## src/pca_pkg.sv

```systemverilog
package pca_pkg;

    localparam int WordBits  = 64;
    localparam int DivStages = 64;
    localparam int ShiftMask = 63;
    localparam int WordBytes = 8;

    typedef enum logic [4:0] {
        OP_COPY     = 5'd0,
        OP_ADD      = 5'd1,
        OP_SUB      = 5'd2,
        OP_MUL      = 5'd3,
        OP_DIV      = 5'd4,
        OP_SDIV     = 5'd5,
        OP_REM      = 5'd6,
        OP_SREM     = 5'd7,
        OP_AND      = 5'd8,
        OP_OR       = 5'd9,
        OP_XOR      = 5'd10,
        OP_SHL      = 5'd11,
        OP_SHR      = 5'd12,
        OP_SAR      = 5'd13,
        OP_NEG      = 5'd14,
        OP_NOT      = 5'd15,
        OP_EQ       = 5'd16,
        OP_NE       = 5'd17,
        OP_LT       = 5'd18,
        OP_LE       = 5'd19,
        OP_SLT      = 5'd20,
        OP_SLE      = 5'd21,
        OP_ZEXT     = 5'd22,
        OP_SEXT     = 5'd23,
        OP_SUBPIECE = 5'd24
    } op_t;

    typedef enum logic [1:0] {
        FAULT_NONE    = 2'd0,
        FAULT_DIV_ZRO = 2'd1,
        FAULT_REM_ZRO = 2'd2
    } fault_t;

    // Bookkeeping that travels alongside the divider.
    typedef struct packed {
        logic       valid;
        logic [4:0] kind;
        logic [3:0] rs;
        logic       neg_q;
        logic       neg_r;
        logic       zero;
    } meta_t;

    typedef struct packed {
        meta_t                meta;
        logic [WordBits-1:0]  a;
        logic [WordBits-1:0]  b;
        logic [WordBits-1:0]  xa;
        logic [WordBits-1:0]  xb;
        logic [WordBits-1:0]  dvd;
        logic [WordBits-1:0]  dsr;
    } dec_t;

    typedef struct packed {
        meta_t               meta;
        logic [WordBits-1:0] res;
    } alu_t;

    // Sizes outside 1..7 mean the full word.
    function automatic logic [WordBits-1:0] size_mask(input logic [3:0] size);
        logic [WordBits-1:0] m;
        case (size)
            4'd1:    m = 64'h0000_0000_0000_00ff;
            4'd2:    m = 64'h0000_0000_0000_ffff;
            4'd3:    m = 64'h0000_0000_00ff_ffff;
            4'd4:    m = 64'h0000_0000_ffff_ffff;
            4'd5:    m = 64'h0000_00ff_ffff_ffff;
            4'd6:    m = 64'h0000_ffff_ffff_ffff;
            4'd7:    m = 64'h00ff_ffff_ffff_ffff;
            default: m = '1;
        endcase
        return m;
    endfunction

    function automatic logic [WordBits-1:0] sign_ext(input logic [WordBits-1:0] v,
                                                     input logic [3:0] size);
        logic s;
        case (size)
            4'd1:    s = v[7];
            4'd2:    s = v[15];
            4'd3:    s = v[23];
            4'd4:    s = v[31];
            4'd5:    s = v[39];
            4'd6:    s = v[47];
            4'd7:    s = v[55];
            default: s = 1'b0;
        endcase
        return s ? (v | ~size_mask(size)) : v;
    endfunction

endpackage

```

## src/pca_decode.sv

```systemverilog
module pca_decode
    import pca_pkg::*;
(
    input  logic        aclk,
    input  logic        aresetn,
    input  logic        en,
    input  logic        in_valid,
    input  logic [4:0]  kind,
    input  logic [63:0] operand_a,
    input  logic [3:0]  size_a,
    input  logic [63:0] operand_b,
    input  logic [3:0]  size_b,
    input  logic [3:0]  result_size,
    output dec_t        dec
);

    dec_t dec_reg;
    dec_t dec_next;
    logic signed_op;

    always_comb begin
        dec_next.a  = operand_a & size_mask(size_a);
        dec_next.b  = operand_b & size_mask(size_b);
        dec_next.xa = sign_ext(dec_next.a, size_a);
        dec_next.xb = sign_ext(dec_next.b, size_b);
        signed_op   = (kind == OP_SDIV) || (kind == OP_SREM);
        if (signed_op) begin
            dec_next.dvd = dec_next.xa[63] ? (~dec_next.xa + 64'd1) : dec_next.xa;
            dec_next.dsr = dec_next.xb[63] ? (~dec_next.xb + 64'd1) : dec_next.xb;
        end else begin
            dec_next.dvd = dec_next.a;
            dec_next.dsr = dec_next.b;
        end
        dec_next.meta.valid = in_valid;
        dec_next.meta.kind  = kind;
        dec_next.meta.rs    = result_size;
        dec_next.meta.neg_q = signed_op && (dec_next.xa[63] != dec_next.xb[63]);
        dec_next.meta.neg_r = signed_op && dec_next.xa[63];
        dec_next.meta.zero  = (dec_next.b == '0);
    end

    always_ff @(posedge aclk) begin
        if (!aresetn) begin
            dec_reg.meta.valid <= 1'b0;
        end else if (en) begin
            dec_reg <= dec_next;
        end
    end

    assign dec = dec_reg;

endmodule

```

## config.mk

```make
export PLATFORM = sky130hd
export DESIGN_NAME = pca_decode
export DESIGN_NICKNAME = d
export VERILOG_FILES = /design/src/pca_pkg.sv /design/src/pca_decode.sv
export SDC_FILE = /design/constraint.sdc
export NUM_CORES = 1
export LEC_CHECK = 0
export ABC_AREA = 1
export BUFFER_PORTS_ARGS = -buffer_cell sky130_fd_sc_hd__buf_2
export CORE_ASPECT_RATIO = 1.1
export CORE_MARGIN = 2
export CORE_UTILIZATION = 39
export DETAILED_ROUTE_END_ITERATION = 6
export GPL_ROUTABILITY_DRIVEN = 0
export PLACE_DENSITY = 0.68
export SYNTH_ARGS = -nofsm -noshare
export SYNTH_HDL_FRONTEND = slang
export SYNTH_SLANG_ARGS = --single-unit
```

## constraint.sdc

```tcl
create_clock -name aclk -period 8.85 [get_ports aclk]
set_input_delay 0.885 -clock aclk [delete_from_list [all_inputs] [get_ports aclk]]
set_output_delay 0.885 -clock aclk [all_outputs]
set_load 0.02 [all_outputs]
```

# Word level (Yosys, flattened, before mapping)
# Cells that the tools add are included.
classes:
  bitwise_logic: 8
  mux: 9
  eq_ne: 17
  n_addsub: 2
  n_reduce_logical: 5
op_table:
  columns: ["op", "n"]
  rows:
  - ["64-bit one-hot mux with 7 select lines", 2]
  - ["64-bit two-way mux", 4]
  - ["64-bit NOT", 4]
  - ["64-bit by 1-bit adder with 64-bit output (second input constant)", 2]
  - ["64-bit AND", 2]
  - ["128-bit two-way mux", 1]
  - ["64-bit OR", 2]
  - ["64-bit zero test", 1]
  - ["4-bit by 3-bit == test with 1-bit output (second input constant)", 8]
  - ["4-bit by 2-bit == test with 1-bit output (second input constant)", 4]
  - ["1-bit one-hot mux with 7 select lines", 2]
  - ["5-bit by 3-bit == test with 1-bit output (second input constant)", 2]
  - ["4-bit by 1-bit == test with 1-bit output (second input constant)", 2]
  - ["1-bit logical AND", 2]
  - ["2-bit AND reduction", 1]
  - ["1-bit logical OR", 1]
  - ["1-bit != test", 1]
word_totals:
  input_bits: 149
  out_inout_bits: 397
  ff_bits: 397
  word_cells: 53

# Depth between registers and ports, before layout
# Gate-level depths: netlist of the first run.
logic_depth:
  depth_word: 9
  ltp_mapped: 21
  depth_no_buf: 20

# Worst setup path after synthesis of the first run
# Ideal clock, no wire load.
synth_timing:
  path_type: "in2reg"
  start: "in aresetn"
  end: "reg dec_reg, in the netlist dec[100] (enable)"
  required_ns: 8.123
  path_buffers: 0
  stages: 2
  arrival_ns: 8.154
  setup_slack_ns: -0.031
  setup_ns: 0.727
  path_cell_list: "nand2_1 -> inv_1"
synth_via:
  elab_chain_len: 1
synth_lines:
  columns: ["item", "line_no", "rtl"]
  rows:
  - ["start, declared", "pca_decode.sv:5", "input logic aresetn,"]
  - ["2-bit AND reduction (no source line)", null, null]
  - ["end signal, assigned", "pca_decode.sv:46", "dec_reg <= dec_next;"]
  - ["end, declared", "pca_decode.sv:17", "dec_t dec_reg;"]
# Every way passes these cells.
# A chain may end at the register's enable or synchronous reset.

==> results of run 1 <==
## Yosys cell counts, types with 2 or more instances
cell        n  area share [%]
nor3_1     18            0.48
o21ai_1     9            0.24
nor3_2      5            0.27
o22ai_1     2           0.067
o21ai_4     2            0.17
o31ai_1     2           0.080
xnor2_1    20            0.94
nand3b_1   13            0.52
xor2_1     64             3.0
buf_4      25             1.0
nor2_1    198             4.0
ha_1        2            0.13
o21bai_1    3            0.12
nor2_2     28            0.94
buf_2      10            0.27
buf_6       6            0.36
edfxtp_1  378              61
nand2_2    34             1.1
nand3_1   126             3.4
inv_2      27            0.54
nand3_2    10            0.54
a21oi_1    13            0.35
nor4_1      6            0.20
nand2_1   520              10
or2_2       2           0.067
inv_1     294             5.9
clkbuf_1    7            0.14
nand2_4    11            0.66
and2_1      2           0.067
nand4_1    23            0.77
o21ai_0    47             1.3
a31oi_1     2           0.067
nor2_4      6            0.36
o21ai_2     2           0.094
or2_1       3            0.10
## power breakdown
part / total, mW / leakage, nW / switching [mW] / internal (mW)
registers: 2.19 / 3.46 / 0.0490 / 2.15
logic: 0.807 / 6.94 / 0.585 / 0.222
clock network: 1.78 / 0.656 / 0.715 / 1.06
total: 4.78 / 11.1 / 1.35 / 3.43
## layout make-up
class / count / area (µm²) / share of cell area, %
antenna: 4 / 10.0 / 0.0429
clock buffer: 49 / 1100 / 4.71
clock inverter: 23 / 277 / 1.19
inverter: 322 / 1210 / 5.21
multi-input combinational: 1178 / 5750 / 24.7
sequential: 379 / 11400 / 48.8
tap: 645 / 807 / 3.46
timing repair buffer: 550 / 2790 / 12.0
## placed cells by master (no fill, tap or decap), types with 34 or more instances in the layout
cell type,count
buf_2,545
nand2_1,520
edfxtp_1,378
o21ai_0,47
nor2_1,198
clkbuf_16,43
nand2_2,34
nand3_1,126
inv_1,293
xor2_1,64
## critical path: cells and delay by family
kind | cells | cell delay [ps]
buffers and inverters | 4 | 1240
and+or+nand+nor | 6 | 1590
xor gates and xnor gates | 1 | 120
AOI/OAI and AO/OA | 1 | 730
## cells by family after synthesis
group                    count (synthesis)  synth area share (%)
flip-flops                             379                  60.9
AND/OR/NAND/NOR                       1008                  24.1
adder cells (fa/ha/maj)                  2                 0.134
XOR/XNOR                                84                  3.94
buffers and inverters                  372                  8.36
AO/OA/AOI/OAI                           84                  2.58
## per-stage QoR
stage	instance area, µm²	hold slack, ps	setup WS (ps)	std cells	power (mW)
CTS	23300	459	4690	3146	4.80
global placement	21900	513	4290	3074	3.02
finish	23300	500	4580	3150	4.78
global route	23300	472	4240	3149	4.95
floorplan	18700	606	1820	1929	2.74
detailed placement	21900	539	4080	3074	3.03
## metal layers
| layer | vias up | share of wire, % | track usage, % |
|---|---|---|---|
| li1 | 7308 | - | - |
| met1 | 7525 | 37 | 27.7 |
| met2 | 924 | 49 | 42.3 |
| met3 | 187 | 9.3 | 6.22 |
| met4 | 6 | 5.4 | 13.1 |
| met5 | - | 0.071 | 0 |
## worst paths after layout
| check | from | endpoint | slack [ps] | cells after the start |
|---|---|---|---|---|
| worst min-delay path | result_size[3] | dec[390] | 500 | 1 |
| worst max register to register | dec[396] | dec[396] | 8210 | 2 |
| worst min register to register | dec[396] | dec[396] | 560 | 2 |
| worst max-delay path | size_a[1] | dec[113] | 4580 | 12 |
==> metrics.cfg, run 1 <==
[outcome]
status = finished, final reports clean

[detailed_routing]
vias_per_cell = 5.06
wl_um = 62900
firstDrtPassIters = 7
drc = 0
ant_nets = 0
avgRoutedWirePerCell_um = 20.0
vias = 16000
drt_iter0_drc = 1437

[yosys]
syn_avg_cell_area_um2 = 9.68
syn-num-nets = 2080
syn_inst = 1929
synthArstFlopShare_pct = 0
ys_seq_elements = 379
ys_warn_count = 0
synth_edf_count = 378
ys.flop_type = edfxtp_1
ys_seq_area_share_pct = 60.9
synth_area_mm2 = 0.0187
ys_types = 44

[setup_path]
worstPathRequired_ps = 9170
cp_data_arrival_time_ps = 4590
worst_setup_path_end_kind = flip-flop
cp_cell_sequence = buf_2 -> o21ai_1 -> nand2_2 -> inv_1 -> nand2_1 -> nand2_2 -> nand2_1 -> inv_2 -> nand2_1 -> nand3_1 -> xnor2_1 -> inv_1
cp_slowest_stage_delay_ps = 850
crit_type = in2reg
cp-start-kind = input port
crit_slowest_cell = inv_2
cpMostUsedCell = nand2_1
cp_max_fo = 48

[global_route]
grt_usage_pct = 24.4
gr-total-overflow = 0
antenna_found_initial = 6
grt_pass1_vias = 15500
grt_pass1_wl_um = 90700
grt_max_degree = 165

[clock_tree]
cts_tree = built
ctsHoldBuffers = 0
htree_levels = 2
clock_latency_ps = 540
clk_pin_slew_ps = 60
clockRootBuffer = clkbuf_16
post_cts_buffers = 0
cts.sinks = 379
numCtsBuffers = 42
cts_resized = 0
cts_buffer_depth = 3

[power]
p_leak_nw = 11.1
p_per_area_mw_per_mm2 = 205
ir_drop_v = 0.000123

[final_layout]
largest_register_ffs = 379
nFillCells = 4414
layout-drive-gt1-share_pct = 29.6
area_growth_pct = 24.8
final_util_pct = 49.0
finalNetCount = 2624

[floorplan]
chipHeight_um = 234
die_area_mm2 = 0.0497
start_util_pct = 39.2
num_io_pins = 546
std_cell_rows = 84
die_w_um = 213
core-area_mm2 = 0.0476

[job]
max-cap-violations = 0

[timing]
period_minus_slack_ps = 4270
fin_setup_tns_ps = 0
setup_viol = 0
relSlewSlack_pct = 31.3
fmax_mhz = 234
rsz0062_at_grt = no
hold_viol = 0
period_share_pct = 48.3
fin_worst_skew_ps = 0
slew_violations = 0
worst_pin_slew_ps = 1030

[placed_design]
place.detailed.hpwl_um = 48500
portBuffers = 545

[hold_path]
hold_class = in2reg

(Power assumes the default switching activity.)
==> inputs of run 2 (changes only) <==
- ABC_AREA: 1 -> 0
- PLACE_DENSITY: 0.68 -> 0.66
- clock period: 8.85 -> 4.45 ns (I/O delays scaled with it)
==> run 2 against run 1 <==
Effect of this change:
- critical path depth decreased by 4
- clock skew unchanged
- critical path type unchanged
- via count decreased by 7.9%
- die area decreased by 3.8%
- synthesized cell count decreased by 19%
- critical endpoint is now dec[124]
- utilization increased by 0.73 points
- non-clock buffer count increased by 19
- sequential share of layout area increased by 1.5 points
- worst setup slack got worse by 3400 ps
==> metrics.cfg, run 2 <==
[power]
combPwrFrac_pct = 15.6
intPower_mw = 6.71
swShare_pct = 27.5
p_leak_nw = 9.38
p_per_area_mw_per_mm2 = 408
clkPwrFrac_pct = 37.5
ir_drop_v = 0.000309
switchingPower_mw = 2.54
seqPwrFrac_pct = 46.9

[setup_path]
cp-start-kind = input port
crit_start = size_a[1]
r2r_cells = 2
crit_end = dec[124]
crit_type = in2reg
r2r_slack_ps = 3840
timing.rr.end = dec[396]
cp_max_fo = 20
worstPathRequired_ps = 4750
crit_slowest_cell = or4b_1
cp_cell_sequence = buf_2 -> or4b_1 -> mux2i_1 -> a211oi_1 -> nand4b_1 -> nor3_1 -> a31oi_1 -> xor2_1
cp.depth = 8
cp_data_arrival_time_ps = 3580
cp_slowest_stage_delay_ps = 860
crit_buf_inv = 1
r2r-start = dec[396]
cpLargestDelayFamily = simple AND/OR/NAND/NOR gates
worst_setup_path_end_kind = flip-flop

[yosys]
synth_top_area_share_pct = 63.2
synth_area_leaders = edfxtp_1 63%, nand2_1 5.0%, nor2_1 3.8%
synth_commonest_cells = 378 x edfxtp_1, 240 x nand2_1, 183 x nor2_1
ys_types = 85
ys_warn_count = 0
ys_seq_elements = 379
yosysMostFrequentCell = edfxtp_1
yosysTopAreaCell = edfxtp_1
synth_edf_count = 378
synthArstFlopShare_pct = 0
ys_seq_area_share_pct = 63.3
syn-num-nets = 1704
syn_inst = 1553
synth_area_mm2 = 0.0180
ys.flop_type = edfxtp_1
syn_avg_cell_area_um2 = 11.6

[detailed_routing]
vias = 14700
vias_per_cell = 5.40
avgRoutedWirePerCell_um = 21.8
drt_iter0_drc = 1276
wl_um = 59300
firstDrtPassIters = 7
ant_nets = 0
drc = 0

[placed_design]
dp_cells = 2639
place.detailed.hpwl_um = 45300
place_area_mm2 = 0.0213
portBuffers = 545

[timing]
fin_setup_tns_ps = 0
fin_worst_skew_ps = 0
fmax_mhz = 305
hold_viol = 0
worst_pin_slew_ps = 977
period_share_pct = 73.6
slew_violations = 0
setup_viol = 0
rsz0062_at_grt = no
relSlewSlack_pct = 34.3
period_minus_slack_ps = 3280
hold_ws_ps = 69.6

[final_layout]
finalInstanceArea_mm2 = 0.0226
finalNetCount = 2246
final_cells = 2720
area_growth_pct = 26.1
layout_common_cells = 545 x buf_2, 378 x edfxtp_1, 240 x nand2_1
largest_register_ffs = 379
layout_commonest_cell = buf_2
layout-drive-gt1-share_pct = 31.3

[floorplan]
core-area_mm2 = 0.0456
die_area_mm2 = 0.0478
start_util_pct = 39.4
num_io_pins = 546
chipHeight_um = 229
die_w_um = 209
std_cell_rows = 82

[clock_tree]
cts_resized = 0
htree_levels = 2
ctsHoldBuffers = 0
cts.sinks = 379
cts_tree = built
clockRootBuffer = clkbuf_16
cts_buffer_depth = 3
clock_latency_ps = 540
numCtsBuffers = 42
clk_pin_slew_ps = 60
post_cts_buffers = 0

[job]
max-cap-violations = 0

[global_route]
grt_max_degree = 69
grt_usage_pct = 24.2
grt_pass1_vias = 14500
antenna_found_initial = 5
gr-total-overflow = 0
grt_pass1_wl_um = 88400

[hold_path]
hold_start = result_size[3]
hold_class = in2reg

[outcome]
status = finished, final reports clean

-- run 2: cell types whose count changed after synthesis, moves of 39 or more --
cell	change
a21oi_1	+51
and2_1	+39
inv_1	-208
nand2_1	-280
nand3_1	-101
xnor2_1	+39
-- run 2: cell families after synthesis --
family | synth area share [%]
xor+xnor | 4.83
flops | 63.3
buf+inv | 4.05
compound gates | 9.53
simple gates | 17.1
mux | 1.09
fa+ha+maj | 0.139
-- run 2: area by class of cell --
type / instances / area (µm²)
clock inverter: 22 / 199
timing repair buffer: 569 / 2950
antenna: 4 / 10.0
tap: 588 / 736
fill: 4109 / 22900
clock buffer: 55 / 1160
multi-input combinational: 1015 / 5890
sequential: 379 / 11400
inverter: 88 / 330
-- run 2: power by group through the flow --
stage | clock network (mW) | registers, mW | logic [mW]
2_1_floorplan | 0 | 4.75 | 0.525
4_1_cts | 3.53 | 4.34 | 1.44
6_report | 3.47 | 4.34 | 1.44
3_5_place_dp | 0 | 4.41 | 1.44
3_3_place_gp | 0 | 4.41 | 1.42
5_1_grt | 3.67 | 4.36 | 1.55
-- run 2: layer usage --
layer  up-vias  part of all wire [%]  track usage [%]
met5         -                 0.044                0
met4         4                   3.8             9.71
met3       142                   9.1             6.47
met2       799                    50             42.6
met1      7068                    37             28.0
li1       6673                     -                -
-- run 2: worst min path at each step --
stage	end	slack [ps]	cells past startpoint
after floorplan	dec[256]	540	0
after global placement	dec[396]	500	2
after detailed placement	dec[396]	520	2
after CTS	dec[389]	30	1
after global routing	dec[392]	40	1
final	dec[390]	70	1
-- run 2: per-stage QoR --
step                power (mW)  setup WS, ps  util (%)
CTS                       9.32          1290      49.7
floorplan                 5.28           935         -
detailed placement        5.85           703      46.7
global route              9.58          1070      49.7
finish                    9.25          1170      49.7
global placement          5.83           804      46.7
==> inputs of run 3 (changes only) <==
- clock period: 4.45 -> 3.3 ns (I/O delays scaled with it)
==> run 3 against run 2 <==
Effect of this change:
- flip-flop and latch count unchanged
- non-clock buffer count up 74
- hold slack worse by 24 ps
- clock-buffer cell count down 3
- critical path depth up 2
- sequential share of layout area down 1.5 points
- via count up 2.0%
- worst setup slack worse by 930 ps
- global-route usage up 0.080 points
- largest power group unchanged
==> metrics.cfg, run 3 (synthesis gave the netlist of run 2 again) <==
[outcome]
status = finished, final reports clean

[floorplan]
std_cell_rows = 82
core-area_mm2 = 0.0456
chipHeight_um = 229
die_w_um = 209
start_util_pct = 39.4
die_area_mm2 = 0.0478
num_io_pins = 546

[global_route]
antenna_found_initial = 3
grt_pass1_wl_um = 89000
grt_max_degree = 119
gr-total-overflow = 0
grt_usage_pct = 24.3
grt_pass1_vias = 14900

[setup_path]
r2r_slack_ps = 2700
cp-start-kind = input port
cp_data_arrival_time_ps = 3370
worstPathRequired_ps = 3610
crit_type = in2reg
worst_setup_path_end_kind = flip-flop
cpLargestDelayFamily = compound AO/OA/AOI/OAI gates
cp_max_fo = 6
cp_cell_sequence = dlygate4sd3_1 -> buf_2 -> or3_1 -> and4bb_2 -> o221ai_1 -> a2111oi_4 -> buf_4 -> o2111ai_1 -> o31ai_2 -> xnor2_1
cp_slowest_stage_delay_ps = 530
crit_buf_inv = 3
crit_slowest_cell = dlygate4sd3_1

[placed_design]
place.detailed.hpwl_um = 45700
portBuffers = 545
place_area_mm2 = 0.0217

[clock_tree]
numCtsBuffers = 42
clk_pin_slew_ps = 70
clockRootBuffer = clkbuf_16
clock_latency_ps = 550
cts_tree = built
htree_levels = 2
cts.sinks = 379
cts_buffer_depth = 3
cts_resized = 0

[timing]
fin_setup_tns_ps = 0
period_share_pct = 92.8
worst_pin_slew_ps = 679
setup_viol = 0
rsz0062_at_grt = no
relSlewSlack_pct = 54.6
hold_viol = 0
period_minus_slack_ps = 3060
fmax_mhz = 327
slew_violations = 0
fin_worst_skew_ps = 0

[job]
max-cap-violations = 0

[detailed_routing]
vias_per_cell = 5.36
drt_iter0_drc = 1205
firstDrtPassIters = 6
vias = 15000
ant_nets = 0
wl_um = 59900
drc = 0
avgRoutedWirePerCell_um = 21.4

[final_layout]
largest_register_ffs = 379
multi_input_area_mm2 = 0.00589
area_growth_pct = 29.9
layout_commonest_cell = buf_2
layout-drive-gt1-share_pct = 33.1
layout_common_cells = 545 x buf_2, 378 x edfxtp_1, 240 x nand2_1
finalNetCount = 2320
final_util_pct = 51.2
nFillCells = 4070
finalInstanceArea_mm2 = 0.0233
seqCellArea_mm2 = 0.0114

[power]
ir_drop_v = 0.000409
p_per_area_mw_per_mm2 = 545
p_leak_nw = 9.79

[hold_path]
hold_class = in2reg

-- run 3: changes by cell type in the layout (fill, tap and decap cells not counted) --
cell / change
buf_4: +54
clkinv_2: +3
inv_8: +1
dlygate4sd3_1: +17
buf_12: +3
clkbuf_1: -3
clkinvlp_4: -2
clkinv_1: -2
bufinv_16: +2
clkinv_4: -1
diode_2: -1
inv_6: +2
-- run 3: power by group --
group          total, mW  switching, mW  internal [mW]
Sequential          5.85          0.118           5.74
Combinational       2.00           1.37          0.627
Clock               4.87           1.98           2.89
Total               12.7           3.47           9.26
-- run 3: tightest hold or removal path: stages --
cell,delay (ps)
buf_2,70
mux2i_1,60
nor2b_1,90
-- run 3: area by class of cell --
cell class	instances	share of cell area [%]
Sequential cell	379	48.7
Inverter	88	1.42
Clock buffer	52	4.94
Tap cell	588	3.15
Antenna cell	3	0.0322
Timing Repair Buffer	643	15.3
Clock inverter	25	1.16
Multi-Input combinational cell	1015	25.2
-- run 3: what timing repair did --
action | 4_1_cts | 5_1_grt
hold buffers | 17 | 0
hold endpoints to repair | 17 | 0
buffers inserted | 0 | 0
-- run 3: metrics by stage --
| step | hold WS (ps) | setup WS (ps) | power [mW] | instances |
|---|---|---|---|---|
| floorplan | 429 | -100 | 7.12 | 1553 |
| global placement | 505 | 92.8 | 7.91 | 2696 |
| detailed placement | 509 | 67.3 | 7.93 | 2696 |
| CTS | 4.22 | 341 | 12.8 | 2790 |
| global route | 8.35 | 141 | 13.2 | 2793 |
| finish | 45.5 | 239 | 12.7 | 2793 |
-- run 3: final timing paths --
check / startpoint / end / cells past startpoint
max reg2reg: dec[396] / dec[396] / 2
max: operand_b[3] / dec[62] / 10
min: in_valid / dec[396] / 3
min reg2reg: dec[396] / dec[396] / 2
-- run 3: routing by layer --
metal | share of wire, % | track usage, %
met1 | 37 | 28.1
met3 | 9.0 | 6.17
met4 | 4.0 | 9.89
met2 | 50 | 42.9
met5 | 0 | 0
